### src/sv/sfd_pkg.sv
`default_nettype none

package sfd_pkg;

    // Frame syntax characters
    localparam logic [7:0] CH_OPEN  = 8'h3C;  // '<'
    localparam logic [7:0] CH_CLOSE = 8'h3E;  // '>'
    localparam logic [7:0] CH_TAG   = 8'h23;  // '#'
    localparam logic [7:0] CH_CPU   = 8'h43;  // 'C'
    localparam logic [7:0] CH_IP    = 8'h49;  // 'I'

    // Commands from controller to datapath
    typedef struct packed {
        logic store;       // take the accepted byte into the frame store
        logic decide;      // latch the frame check result
        logic scan_step;   // advance the tag scan by one byte
        logic rd_cpu;      // read the CPU field byte
        logic cap_cpu;     // capture the CPU field byte
        logic rd_cnt;      // read the IP count byte
        logic cap_cnt;     // capture the IP count byte
        logic eval;        // validate the IP field and load the address pointer
        logic addr_rd;     // read the next address byte
        logic addr_shift;  // shift the returned address byte in
        logic next_addr;   // move on to the next address
        logic clear;       // drop the frame and start afresh
    } t_cmd;

    // Status from datapath to controller
    typedef struct packed {
        logic rx_close;    // incoming byte closes the frame
        logic frame_good;  // no overflow, start marker and length byte agree
        logic scan_last;   // this scan step handles the final stored byte
        logic ip_go;       // IP field valid with at least one address
        logic last;        // result on show is the final one of the frame
    } t_sts;

endpackage

`default_nettype wire

### src/sv/sfd_ctrl.sv
`default_nettype none

module sfd_ctrl
    import sfd_pkg::*;
(
    input  logic i_clk,
    input  logic i_rst_n,
    input  logic i_valid,
    output logic o_ready,
    output logic o_valid,
    input  logic i_ready,
    input  t_sts i_sts,
    output t_cmd o_cmd
);

    localparam logic [3:0] S_IDLE    = 4'd0;
    localparam logic [3:0] S_DECIDE  = 4'd1;
    localparam logic [3:0] S_SCAN    = 4'd2;
    localparam logic [3:0] S_CPU_RD  = 4'd3;
    localparam logic [3:0] S_CNT_RD  = 4'd4;
    localparam logic [3:0] S_CNT_CAP = 4'd5;
    localparam logic [3:0] S_EVAL    = 4'd6;
    localparam logic [3:0] S_ADDR    = 4'd7;
    localparam logic [3:0] S_EMIT    = 4'd8;

    localparam logic [2:0] ADDR_BYTES = 3'd4;

    logic [3:0] r_state, n_state;
    logic [2:0] r_t, n_t;

    assign o_ready = (r_state == S_IDLE);
    assign o_valid = (r_state == S_EMIT);

    // Sequence the frame: collect, check, scan, fetch fields, emit
    always_comb begin
        n_state = r_state;
        n_t     = r_t;
        o_cmd   = '0;
        case (r_state)
            S_IDLE: begin
                if (i_valid) begin
                    o_cmd.store = 1'b1;
                    if (i_sts.rx_close) begin
                        n_state = S_DECIDE;
                    end
                end
            end
            S_DECIDE: begin
                o_cmd.decide = 1'b1;
                n_state = i_sts.frame_good ? S_SCAN : S_EMIT;
            end
            S_SCAN: begin
                o_cmd.scan_step = 1'b1;
                if (i_sts.scan_last) begin
                    n_state = S_CPU_RD;
                end
            end
            S_CPU_RD: begin
                o_cmd.rd_cpu = 1'b1;
                n_state = S_CNT_RD;
            end
            S_CNT_RD: begin
                o_cmd.cap_cpu = 1'b1;
                o_cmd.rd_cnt  = 1'b1;
                n_state = S_CNT_CAP;
            end
            S_CNT_CAP: begin
                o_cmd.cap_cnt = 1'b1;
                n_state = S_EVAL;
            end
            S_EVAL: begin
                o_cmd.eval = 1'b1;
                n_t = '0;
                n_state = i_sts.ip_go ? S_ADDR : S_EMIT;
            end
            S_ADDR: begin
                // Issue four reads back to back, shift each one in the cycle after its read
                o_cmd.addr_rd    = (r_t < ADDR_BYTES);
                o_cmd.addr_shift = (r_t != 3'd0);
                if (r_t == ADDR_BYTES) begin
                    n_t = '0;
                    n_state = S_EMIT;
                end else begin
                    n_t = r_t + 3'd1;
                end
            end
            S_EMIT: begin
                if (i_ready) begin
                    if (i_sts.last) begin
                        o_cmd.clear = 1'b1;
                        n_state = S_IDLE;
                    end else begin
                        o_cmd.next_addr = 1'b1;
                        n_state = S_ADDR;
                    end
                end
            end
            default: begin
                n_state = S_IDLE;
            end
        endcase
    end

    always_ff @(posedge i_clk) begin
        if (!i_rst_n) begin
            r_state <= S_IDLE;
            r_t     <= '0;
        end else begin
            r_state <= n_state;
            r_t     <= n_t;
        end
    end

    a_hs_exclusive: assert property (@(posedge i_clk) disable iff (!i_rst_n)
        !(o_valid && o_ready))
        else $error("input and output handshakes open together");

    a_close_to_decide: assert property (@(posedge i_clk) disable iff (!i_rst_n)
        (i_valid && o_ready && i_sts.rx_close) |=> (r_state == S_DECIDE))
        else $error("closing byte did not start the frame check");

    a_last_frees_input: assert property (@(posedge i_clk) disable iff (!i_rst_n)
        (o_valid && i_ready && i_sts.last) |=> o_ready)
        else $error("input not reopened after the final result");

endmodule

`default_nettype wire

### src/sv/sfd_dpath.sv
`default_nettype none

module sfd_dpath
    import sfd_pkg::*;
#(
    parameter int BUFFER_DEPTH  = 64,
    parameter int MAX_ADDRESSES = 16
) (
    input  logic        i_clk,
    input  logic        i_rst_n,
    input  t_cmd        i_cmd,
    output t_sts        o_sts,
    input  logic [7:0]  i_rx_byte,
    output logic        o_frame_ok,
    output logic        o_overflow,
    output logic        o_cpu_valid,
    output logic [7:0]  o_cpu_load,
    output logic        o_ip_valid,
    output logic [7:0]  o_ip_count,
    output logic [3:0]  o_address_index,
    output logic [31:0] o_ip_address,
    output logic        o_last
);

    localparam int AW = $clog2(BUFFER_DEPTH);
    localparam int CW = $clog2(BUFFER_DEPTH + 1);
    localparam int PW = $clog2(BUFFER_DEPTH + 2);
    localparam int KW = (MAX_ADDRESSES > 1) ? $clog2(MAX_ADDRESSES) : 1;

    // Frame store
    logic [7:0] r_mem [BUFFER_DEPTH];
    logic [7:0] r_rd_data;

    // Collection state
    logic [CW-1:0] r_fill;
    logic          r_ovf;
    logic [7:0]    r_b0, r_b1;
    logic          r_frame_ok;

    // Scan state
    logic [PW-1:0] r_pos;
    logic [7:0]    r_prev;
    logic          r_c_open, r_c_hs, r_c_he;
    logic [CW-1:0] r_c_first;
    logic [AW-1:0] r_c_final;
    logic          r_i_open, r_i_hs, r_i_he;
    logic [CW-1:0] r_i_first;
    logic [AW-1:0] r_i_final;

    // Field results
    logic          r_cpu_ok;
    logic [7:0]    r_cpu;
    logic [7:0]    r_cnt;
    logic          r_ip_ok;
    logic          r_multi;
    logic [AW-1:0] r_ptr;
    logic [31:0]   r_addr;
    logic [KW-1:0] r_k;

    logic          full;
    logic          rd_en;
    logic [AW-1:0] rd_addr;
    logic          step_act, nxt_ok;
    logic          c_start, c_end, i_start, i_end;
    logic          c_found, i_found;
    logic [9:0]    i_span;
    logic          ip_ok_c;
    logic [7:0]    k8;

    assign full = (r_fill == CW'(BUFFER_DEPTH));

    // Store accepted bytes while room remains
    always_ff @(posedge i_clk) begin
        if (i_cmd.store && !full) begin
            r_mem[r_fill[AW-1:0]] <= i_rx_byte;
        end
    end

    // Select the single read address
    always_comb begin
        rd_en   = 1'b0;
        rd_addr = '0;
        if (i_cmd.scan_step && (r_pos < PW'(r_fill))) begin
            rd_en   = 1'b1;
            rd_addr = r_pos[AW-1:0];
        end else if (i_cmd.rd_cpu && c_found) begin
            rd_en   = 1'b1;
            rd_addr = r_c_first[AW-1:0];
        end else if (i_cmd.rd_cnt && i_found) begin
            rd_en   = 1'b1;
            rd_addr = r_i_first[AW-1:0];
        end else if (i_cmd.addr_rd) begin
            rd_en   = 1'b1;
            rd_addr = r_ptr;
        end
    end

    always_ff @(posedge i_clk) begin
        if (rd_en) begin
            r_rd_data <= r_mem[rd_addr];
        end
    end

    // Scan step: r_prev holds byte r_pos-2, read data holds byte r_pos-1
    assign step_act = i_cmd.scan_step && (r_pos >= PW'(2));
    assign nxt_ok   = (r_pos <= PW'(r_fill));
    assign c_start  = (r_prev == CH_TAG) && nxt_ok && (r_rd_data == CH_CPU);
    assign i_start  = (r_prev == CH_TAG) && nxt_ok && (r_rd_data == CH_IP);
    assign c_end    = r_c_open && ((r_prev == CH_TAG) || (r_prev == CH_CLOSE));
    assign i_end    = r_i_open && ((r_prev == CH_TAG) || (r_prev == CH_CLOSE));

    // Field checks
    assign c_found = r_c_hs && r_c_he && (CW'(r_c_final) == r_c_first);
    assign i_found = r_i_hs && r_i_he && (CW'(r_i_final) >= r_i_first);
    assign i_span  = 10'(r_i_final) - 10'(r_i_first);
    assign ip_ok_c = i_found && (i_span == {r_cnt, 2'b00})
                     && (r_cnt <= 8'(MAX_ADDRESSES));

    assign k8 = 8'(r_k);

    always_comb begin
        o_sts            = '0;
        o_sts.rx_close   = (i_rx_byte == CH_CLOSE);
        o_sts.frame_good = !r_ovf && (r_fill >= CW'(2)) && (r_b0 == CH_OPEN)
                           && (r_b1 == 8'(r_fill));
        o_sts.scan_last  = (r_pos == (PW'(r_fill) + PW'(1)));
        o_sts.ip_go      = ip_ok_c && (r_cnt != 8'd0);
        o_sts.last       = !r_multi || (k8 == (r_cnt - 8'd1));
    end

    // Frame control and field registers
    always_ff @(posedge i_clk) begin
        if (!i_rst_n || i_cmd.clear) begin
            r_fill     <= '0;
            r_ovf      <= 1'b0;
            r_frame_ok <= 1'b0;
            r_pos      <= '0;
            r_c_open   <= 1'b0;
            r_c_hs     <= 1'b0;
            r_c_he     <= 1'b0;
            r_i_open   <= 1'b0;
            r_i_hs     <= 1'b0;
            r_i_he     <= 1'b0;
            r_cpu_ok   <= 1'b0;
            r_cpu      <= '0;
            r_cnt      <= '0;
            r_ip_ok    <= 1'b0;
            r_multi    <= 1'b0;
            r_addr     <= '0;
            r_k        <= '0;
        end else begin
            // Collect: count stored bytes, flag overflow on a byte that arrives when full
            if (i_cmd.store) begin
                if (full) begin
                    r_ovf <= 1'b1;
                end else begin
                    r_fill <= r_fill + CW'(1);
                end
            end
            if (i_cmd.decide) begin
                r_frame_ok <= o_sts.frame_good;
            end
            // Scan: track the last opening tag of each kind and its end
            if (i_cmd.scan_step) begin
                r_pos <= r_pos + PW'(1);
            end
            if (step_act) begin
                if (c_start) begin
                    r_c_first <= CW'(r_pos);
                    r_c_hs    <= 1'b1;
                    r_c_he    <= 1'b0;
                    r_c_open  <= 1'b1;
                end else if (c_end) begin
                    r_c_final <= AW'(r_pos - PW'(3));
                    r_c_he    <= 1'b1;
                    r_c_open  <= 1'b0;
                end
                if (i_start) begin
                    r_i_first <= CW'(r_pos);
                    r_i_hs    <= 1'b1;
                    r_i_he    <= 1'b0;
                    r_i_open  <= 1'b1;
                end else if (i_end) begin
                    r_i_final <= AW'(r_pos - PW'(3));
                    r_i_he    <= 1'b1;
                    r_i_open  <= 1'b0;
                end
            end
            // Fields: capture and validate
            if (i_cmd.cap_cpu) begin
                r_cpu_ok <= c_found;
                r_cpu    <= c_found ? r_rd_data : 8'd0;
            end
            if (i_cmd.cap_cnt) begin
                r_cnt <= i_found ? r_rd_data : 8'd0;
            end
            if (i_cmd.eval) begin
                r_ip_ok <= ip_ok_c;
                r_multi <= ip_ok_c && (r_cnt != 8'd0);
            end
            // Addresses: assemble most significant byte first
            if (i_cmd.addr_shift) begin
                r_addr <= {r_addr[23:0], r_rd_data};
            end
            if (i_cmd.next_addr) begin
                r_k <= r_k + KW'(1);
            end
        end
    end

    // Payload registers without reset
    always_ff @(posedge i_clk) begin
        if (i_cmd.store && (r_fill == CW'(0))) begin
            r_b0 <= i_rx_byte;
        end
        if (i_cmd.store && (r_fill == CW'(1))) begin
            r_b1 <= i_rx_byte;
        end
        if (i_cmd.scan_step && (r_pos != PW'(0))) begin
            r_prev <= r_rd_data;
        end
        if (i_cmd.eval) begin
            r_ptr <= r_i_first[AW-1:0] + AW'(1);
        end else if (i_cmd.addr_rd) begin
            r_ptr <= r_ptr + AW'(1);
        end
    end

    assign o_frame_ok      = r_frame_ok;
    assign o_overflow      = r_ovf;
    assign o_cpu_valid     = r_cpu_ok;
    assign o_cpu_load      = r_cpu;
    assign o_ip_valid      = r_ip_ok;
    assign o_ip_count      = r_cnt;
    assign o_address_index = k8[3:0];
    assign o_ip_address    = r_addr;
    assign o_last          = o_sts.last;

    a_fill_bound: assert property (@(posedge i_clk) disable iff (!i_rst_n)
        r_fill <= CW'(BUFFER_DEPTH))
        else $error("fill count beyond store depth");

    a_ovf_when_full: assert property (@(posedge i_clk) disable iff (!i_rst_n)
        r_ovf |-> full)
        else $error("overflow flagged while store has room");

    a_multi_needs_ok: assert property (@(posedge i_clk) disable iff (!i_rst_n)
        r_multi |-> (r_frame_ok && r_ip_ok && !r_ovf))
        else $error("address results without a valid frame and IP field");

endmodule

`default_nettype wire

### src/sv/status_frame_deframer_top.sv
// Status frame deframer.
// Input channel (i_valid/o_ready, i_rx_byte): one received byte per request.
// While a frame is being collected a byte is taken every cycle. A '>' byte
// closes the frame; the block then stops taking bytes until the frame's last
// result has been taken.
// Output channel (o_valid/i_ready): one result per frame, or one per address
// of a valid IP field, with o_last on the final one.
// After the closing byte comes a check state; for a well-formed frame the
// block then scans the frame through the single read port of the frame
// store, fetches the CPU and count bytes, and does four byte reads per
// address before each address result shows. Overflowed or malformed frames
// show their result straight after the check state. Throughput is bound by
// that single store read port.
// Reset (synchronous, active low) empties the store and clears all flags;
// no clearing pass is needed. A stalled receiver holds the result on show
// and the block waits; no byte is taken until the frame is delivered.
`default_nettype none

module status_frame_deframer_top
    import sfd_pkg::*;
#(
    parameter int BUFFER_DEPTH  = 64,
    parameter int MAX_ADDRESSES = 16
) (
    input  logic        i_clk,
    input  logic        i_rst_n,
    input  logic        i_valid,
    output logic        o_ready,
    input  logic [7:0]  i_rx_byte,
    output logic        o_valid,
    input  logic        i_ready,
    output logic        o_frame_ok,
    output logic        o_overflow,
    output logic        o_cpu_valid,
    output logic [7:0]  o_cpu_load,
    output logic        o_ip_valid,
    output logic [7:0]  o_ip_count,
    output logic [3:0]  o_address_index,
    output logic [31:0] o_ip_address,
    output logic        o_last
);

    t_cmd cmd;
    t_sts sts;

    sfd_ctrl u_ctrl (
        .i_clk   (i_clk),
        .i_rst_n (i_rst_n),
        .i_valid (i_valid),
        .o_ready (o_ready),
        .o_valid (o_valid),
        .i_ready (i_ready),
        .i_sts   (sts),
        .o_cmd   (cmd)
    );

    sfd_dpath #(
        .BUFFER_DEPTH  (BUFFER_DEPTH),
        .MAX_ADDRESSES (MAX_ADDRESSES)
    ) u_dpath (
        .i_clk           (i_clk),
        .i_rst_n         (i_rst_n),
        .i_cmd           (cmd),
        .o_sts           (sts),
        .i_rx_byte       (i_rx_byte),
        .o_frame_ok      (o_frame_ok),
        .o_overflow      (o_overflow),
        .o_cpu_valid     (o_cpu_valid),
        .o_cpu_load      (o_cpu_load),
        .o_ip_valid      (o_ip_valid),
        .o_ip_count      (o_ip_count),
        .o_address_index (o_address_index),
        .o_ip_address    (o_ip_address),
        .o_last          (o_last)
    );

endmodule

`default_nettype wire

### config.mk
export PLATFORM = sky130hd
export DESIGN_NAME = status_frame_deframer_top
export DESIGN_NICKNAME = d
export VERILOG_FILES = /design/src/sv/sfd_pkg.sv /design/src/sv/sfd_ctrl.sv /design/src/sv/sfd_dpath.sv /design/src/sv/status_frame_deframer_top.sv
export SDC_FILE = /design/constraint.sdc
export NUM_CORES = 1
export LEC_CHECK = 0
export BUFFER_PORTS_ARGS = -buffer_cell sky130_fd_sc_hd__buf_4
export CAP_MARGIN = 15
export CORE_MARGIN = 4
export CORE_UTILIZATION = 25
export DETAILED_ROUTE_END_ITERATION = 10
export GPL_ROUTABILITY_DRIVEN = 0
export PLACE_DENSITY_LB_ADDON = 0.12
export REMOVE_ABC_BUFFERS = 1
export SLEW_MARGIN = 20
export SYNTH_ARGS = -nofsm -noshare
export SYNTH_HDL_FRONTEND = slang
export SYNTH_SLANG_ARGS = --single-unit
### constraint.sdc
create_clock -name i_clk -period 6.8 [get_ports i_clk]
set_input_delay 1.36 -clock i_clk [delete_from_list [all_inputs] [get_ports i_clk]]
set_output_delay 1.36 -clock i_clk [all_outputs]
set_load 0.02 [all_outputs]
==> results of run 1 <==
[sequential cells by signal (all words and copies together) (netlist names), 8 cells and up]
name,cells
u_dpath.r_mem,512
u_dpath.o_ip_address,32
u_dpath.o_cpu_load,8
u_dpath.o_ip_count,8
u_dpath.r_b0,8
u_dpath.r_b1,8
u_dpath.r_prev,8
u_dpath.r_rd_data,8
[layer usage]
layer / part of all wire (%) / wire (um)
met1: 46 / 43500
met5: 0 / 0
met3: 5.2 / 5000
met2: 46 / 44300
met4: 2.8 / 2710
[power breakdown]
group / switching (mW) / total, mW / internal [mW] / leakage, nW
sequential: 0.00846 / 4.42 / 4.42 / 5.87
combinational: 0.136 / 0.169 / 0.0328 / 3.65
clock: 1.73 / 4.19 / 2.47 / 1.24
[cells by family after synthesis]
kind of cell	synth area share (%)
XOR/XNOR	1.54
buffers and inverters	4.01
AO/OA/AOI/OAI	13.2
flip-flops	66.9
AND/OR/NAND/NOR	12.2
adder cells (fa/ha/maj)	1.10
multiplexers	1.01
[synthesized netlist by cell type, types with 5 or more instances]
library cell    n
edfxtp_1      576
nand2_1       352
a211oi_1      197
nor2_1        178
a21oi_1       146
inv_1         106
clkbuf_1       85
dfxtp_1        84
nand3_1        80
buf_2          43
o21ai_0        39
a22oi_1        38
nor4_1         36
nor3_1         29
xor2_1         29
a311oi_1       28
a31oi_1        26
ha_1           25
mux2i_1        22
and3_1         21
xnor2_1        21
buf_1          18
a221oi_1       16
nand4_1        15
a21o_1         10
a22o_1         10
buf_4           9
nand3b_1        9
a21boi_0        8
and2_1          6
buf_6           6
o21a_1          6
or4_1           6
nor3b_1         5
[tightest hold or removal path, stage by stage, from the launching register on]
cell	delay (ns)
dfxtp_1	0.30
nand2_1	0.05
a21oi_1	0.05
[worst min-delay path by stage]
stage	endpoint	slack (ns)	depth (start not counted)
2_1_floorplan	u_dpath.r_i_hs$_SDFFE_PP0P_	0.44	2
3_3_place_gp	u_dpath.o_ip_address[24]$_SDFFE_PP0P_	0.44	2
3_5_place_dp	u_dpath.o_ip_address[26]$_SDFFE_PP0P_	0.45	2
4_1_cts	u_dpath.o_ip_address[26]$_SDFFE_PP0P_	0.46	2
5_1_grt	u_dpath.o_ip_address[24]$_SDFFE_PP0P_	0.48	2
6_report	u_dpath.o_ip_address[26]$_SDFFE_PP0P_	0.45	2
[final cells by class]
| class | instances | area, um2 | share of cell area (%) |
|---|---|---|---|
| repair buffers | 129 | 1040 | 3.14 |
| clock buffers | 101 | 2140 | 6.46 |
| inverters | 107 | 402 | 1.21 |
| clock inverters | 46 | 430 | 1.30 |
| flip-flops and latches | 660 | 19000 | 57.2 |
| multi-input cells | 1423 | 8300 | 25.0 |
| diodes | 2 | 5.00 | 0.0151 |
| well taps | 1500 | 1880 | 5.66 |
[metrics by stage]
stage | hold WS [ns] | util [%] | instance area (um2) | std cells
2_1_floorplan | 0.440 | - | 27600 | 2190
3_3_place_gp | 0.443 | 27.2 | 30600 | 3819
3_5_place_dp | 0.455 | 27.2 | 30600 | 3819
4_1_cts | 0.462 | 29.5 | 33200 | 3966
5_1_grt | 0.480 | 29.5 | 33200 | 3966
6_report | 0.455 | 29.5 | 33200 | 3968
[placed cells by master, fill, tap and decap left out, types with 9 or more instances in the layout]
master	count
dfxtp_1	84
xor2_1	29
o21ai_0	39
clkinv_2	10
a311oi_1	28
clkbuf_1	16
nor4_1	36
a211oi_1	197
mux2i_1	22
a21oi_1	145
nor3_1	29
nand3b_1	9
a22oi_1	38
nand3_1	80
nand2_1	352
clkinv_1	18
edfxtp_1	576
a31oi_1	26
buf_4	123
a221oi_1	16
xnor2_1	21
inv_1	106
and3_1	21
clkbuf_16	81
ha_1	25
a22o_1	10
nor2_1	178
nand4_1	15
==> run summary, run 1 <==
CTS HTree Levels: 3
core area: 112000 um2
total congestion overflow: 0
area leader, netlist: edfxtp_1
Critical Path AT: 5.93 ns
Root Buffer: clkbuf_16
NumNets Final: 2438
area share of the largest cell type after synthesis: 61.0%
Slew headroom: 23.4%
CTS resizes: 0
Rows: 123
DR vias: 19334
count of distinct cell types in the synthesized netlist: 70
Hold Path Class: reg2reg
CTS Hold Bufs: 0
pre-CTS setup slack: 1.41 ns
EDFF count, synth: 576
Max VDD drop: 0.155 mV
die area: 119000 um2
max-cap viol count: 0
cts bufs inserted: 80
most common flop cell mapped by yosys: edfxtp_1
gr usage total: 15.9%
met3 usage: 3.14%
Async S/R FF share, synth: 0%
fmax: 181 MHz
Synth Register Bits: 660
Final Hold Vio Count: 0
die width: 345 um
hpwl dp: 61.6 mm
Syn Inst Count: 2351
layout cell share with drive strength beyond 1: 10.9%
post-synthesis sequential area ratio: 66.9%
vias per inst: 4.87
DRC violations left: 0
first-pass GRT wire length: 138 mm
worst path bufs/invs: 2
deepest clock path buffer count: 3
setup slack after layout: 1.27 ns
busiest grt layer: met2
mapped cell area: 28400 um2
vias in the first global route: 19404
clk_skew: 0.0231 ns
worst-path fanout max: 19
Slew Limit Fails: 0
first-pass detailed-route iteration total: 5
Final Critical Period: 5.53 ns
routing usage on met2: 25.8%
P_leak: 10.8 nW
Yosys Warn Count: 0
RSZ-0062 raised after global routing: no
Worst Min Path Start: u_dpath.o_ip_address[26]$_SDFFE_PP0P_
critical path depth: 13
P per Cell Area: 265 nW/um2
total power: 8.79 mW
Top delay family on crit path: compound AO/OA/AOI/OAI gates
Routed Antenna Nets: 0
crit path launch type: flip-flop
Crit Reg-Reg Endpoint: u_dpath.r_rd_data[4]$_DFFE_PP_
Avg Inst Size Synth: 12.1 um2
crit-path max cell delay: 0.85 ns
Worst Max-Slew Pin Slew: 1.14 ns
1st-iter DRT viols: 1625
WL/cell: 24.1 um
reg-to-reg slack, setup: 1.27 ns
area grow syn2layout: 17.0%
Die H: 345 um
worst path cell trace: inv_1 -> ha_1 -> a21oi_1 -> o21ai_1 -> a21oi_1 -> nor4_2 -> a221oi_1 -> nand2_1 -> buf_4 -> a211oi_1 -> nor4_1 -> or4_1 -> a2111oi_1
Worst Setup EP: u_dpath.r_rd_data[4]$_DFFE_PP_
IO buf count: 70
TritonCTS clock tree: done
setup_tns: 0 ns
largest net degree at the start of global routing: 82
CP max stage cell: nand2_1
Synth area leaders: edfxtp_1 (61%), dfxtp_1 (5.9%), a211oi_1 (5.2%), nand2_1 (4.7%), a21oi_1 (2.6%)
filler cell count: 11442
final setup violating endpoints: 0
CTS Sinks: 660
initial antenna violation count: 4
Post-CTS Setup Repair Bufs: 0
required time of the worst setup path: 7.21 ns
I/O pins: 71
Initial Util: 25.2%
Setup crit end kind: flip-flop
Worst path most repeated cell: a21oi_1
Post-Route WL: 95.5 mm
Crit Path Class: reg2reg
Critical R2R Launch: u_dpath.r_i_first[3]$_DFFE_PP_
period utilisation layout: 81.3%
status: complete, no violations
clock slew at reported path FFs: 0.06 ns
M1 GR Usage: 21.5%
Clock Latency Late Sink: 0.64 ns
r2r worst-path depth: 13
crit path from: u_dpath.r_i_first[3]$_DFFE_PP_
(Power assumes the default switching activity.)
==> run 2, diff against run 1 <==
==> constraint.sdc (replaced) <==
create_clock -name i_clk -period 5.1 [get_ports i_clk]
set_input_delay 1.02 -clock i_clk [delete_from_list [all_inputs] [get_ports i_clk]]
set_output_delay 1.02 -clock i_clk [all_outputs]
set_load 0.02 [all_outputs]
==> run summary, run 2 (synthesis gave the netlist of run 1 again) <==
CTS HTree Levels: 3
final core utilization: 30.2%
Max VDD drop: 0.219 mV
core area: 112000 um2
CTS resizes: 0
Int Pwr: 9.27 mW
DR vias: 20015
RSZ-0062 raised after global routing: no
Initial Util: 25.2%
vias in the first global route: 19777
diodes inserted: 0
deepest clock path buffer count: 3
Slew Limit Fails: 0
Die H: 345 um
total congestion overflow: 0
Combinational Power Share: 2.0%
Post-Route WL: 99.7 mm
hpwl dp: 63.6 mm
Worst Max-Slew Pin Slew: 1.10 ns
period utilisation layout: 91.8%
Post-CTS Setup Repair Bufs: 0
first-pass detailed-route iteration total: 5
number of flip-flops in the largest register: 512
Rows: 123
NumNets Final: 2532
max-cap viol count: 0
clock slew at reported path FFs: 0.06 ns
CTS Sinks: 660
Routed Antenna Nets: 0
1st-iter DRT viols: 1616
status: complete, no violations
switching share of power: 21.5%
Final Critical Period: 4.68 ns
worst-path fanout max: 63
area grow syn2layout: 20.0%
clk_skew: 0.0288 ns
TritonCTS clock tree: done
Critical Path AT: 5.12 ns
IO buf count: 70
gr usage total: 16.6%
Hold Path Class: reg2reg
die width: 345 um
switching power total: 2.53 mW
Root Buffer: clkbuf_16
most frequent cells in the layout: edfxtp_1 (576), nand2_1 (352), buf_4 (207)
largest net degree at the start of global routing: 70
required time of the worst setup path: 5.55 ns
initial antenna violation count: 2
layout cell share with drive strength beyond 1: 13.9%
CTS Hold Bufs: 0
DRC violations left: 0
P per Cell Area: 347 nW/um2
Slew headroom: 26.0%
part of the power in registers: 49.9%
vias per inst: 4.93
cts bufs inserted: 80
first-pass GRT wire length: 144 mm
WL/cell: 24.5 um
Clock Power Share: 48.0%
Setup crit end kind: flip-flop
Final Hold Vio Count: 0
Hold WS: 0.452 ns
I/O pins: 71
fmax: 214 MHz
Clock Latency Late Sink: 0.65 ns
P_leak: 11.3 nW
Crit Path Class: reg2reg
final setup violating endpoints: 0
filler cell count: 11306
commonest non-fill, non-tap cell in the layout: edfxtp_1
crit path launch type: flip-flop
die area: 119000 um2
run 2: layer usage:
metal	GRT usage (%)	vias to the layer above	part of all wire (%)
met4	4.41	0	2.6
met2	27.2	549	47
met1	22.9	10247	46
met3	2.58	123	4.7
met5	0	-	0
li1	-	9096	-
run 2: final timing paths:
check                                         from                               endpoint  slack, ns  cells past startpoint
min          u_dpath.o_ip_address[28]$_SDFFE_PP0P_  u_dpath.o_ip_address[28]$_SDFFE_PP0P_       0.45                      2
max                 u_ctrl.r_state[2]$_SDFFE_PN0P_         u_dpath.r_rd_data[1]$_DFFE_PP_       0.42                     11
max reg2reg         u_ctrl.r_state[2]$_SDFFE_PN0P_         u_dpath.r_rd_data[1]$_DFFE_PP_       0.42                     11
min reg2reg  u_dpath.o_ip_address[28]$_SDFFE_PP0P_  u_dpath.o_ip_address[28]$_SDFFE_PP0P_       0.45                      2
run 2: area by class of cell:
| class | count | area [um2] | area share, % |
|---|---|---|---|
| sequential | 660 | 19000 | 55.8 |
| multi-input combinational | 1423 | 8310 | 24.4 |
| clock buffer | 101 | 2130 | 6.27 |
| tap | 1500 | 1880 | 5.52 |
| timing repair buffer | 223 | 1870 | 5.51 |
| clock inverter | 48 | 452 | 1.33 |
| inverter | 107 | 402 | 1.18 |
run 2: power groups by stage:
| stage | Combinational [mW] | Sequential (mW) | Clock (mW) |
|---|---|---|---|
| floorplan | 0.0689 | 6.01 | 0 |
| global placement | 0.245 | 6.01 | 0 |
| detailed placement | 0.245 | 6.01 | 0 |
| CTS | 0.246 | 5.89 | 5.83 |
| global route | 0.260 | 5.89 | 6.05 |
| finish | 0.239 | 5.89 | 5.67 |
run 2: worst max-delay path, stage by stage (launching register included):
cell and delay [ns]:
dfxtp_1 0.46, nor2b_2 0.23, nand2_1 0.21, or4b_1 0.55, o21a_1 0.27, o21ai_4 0.67
buf_12 0.39, nor3_1 0.12, a311oi_1 0.44, nor4_1 0.19, or4_1 0.50, a2111oi_1 0.38
run 2: stage by stage:
step	cells	power [mW]	cell area (um2)	setup TNS [ns]	setup WS, ns
floorplan	2190	6.08	27600	-45.01	-5.04
global placement	3913	6.25	31400	0	0.501
detailed placement	3913	6.25	31400	0	0.427
CTS	4062	12.0	34000	0	0.393
global route	4062	12.2	34000	0	0.152
finish	4062	11.8	34000	0	0.421
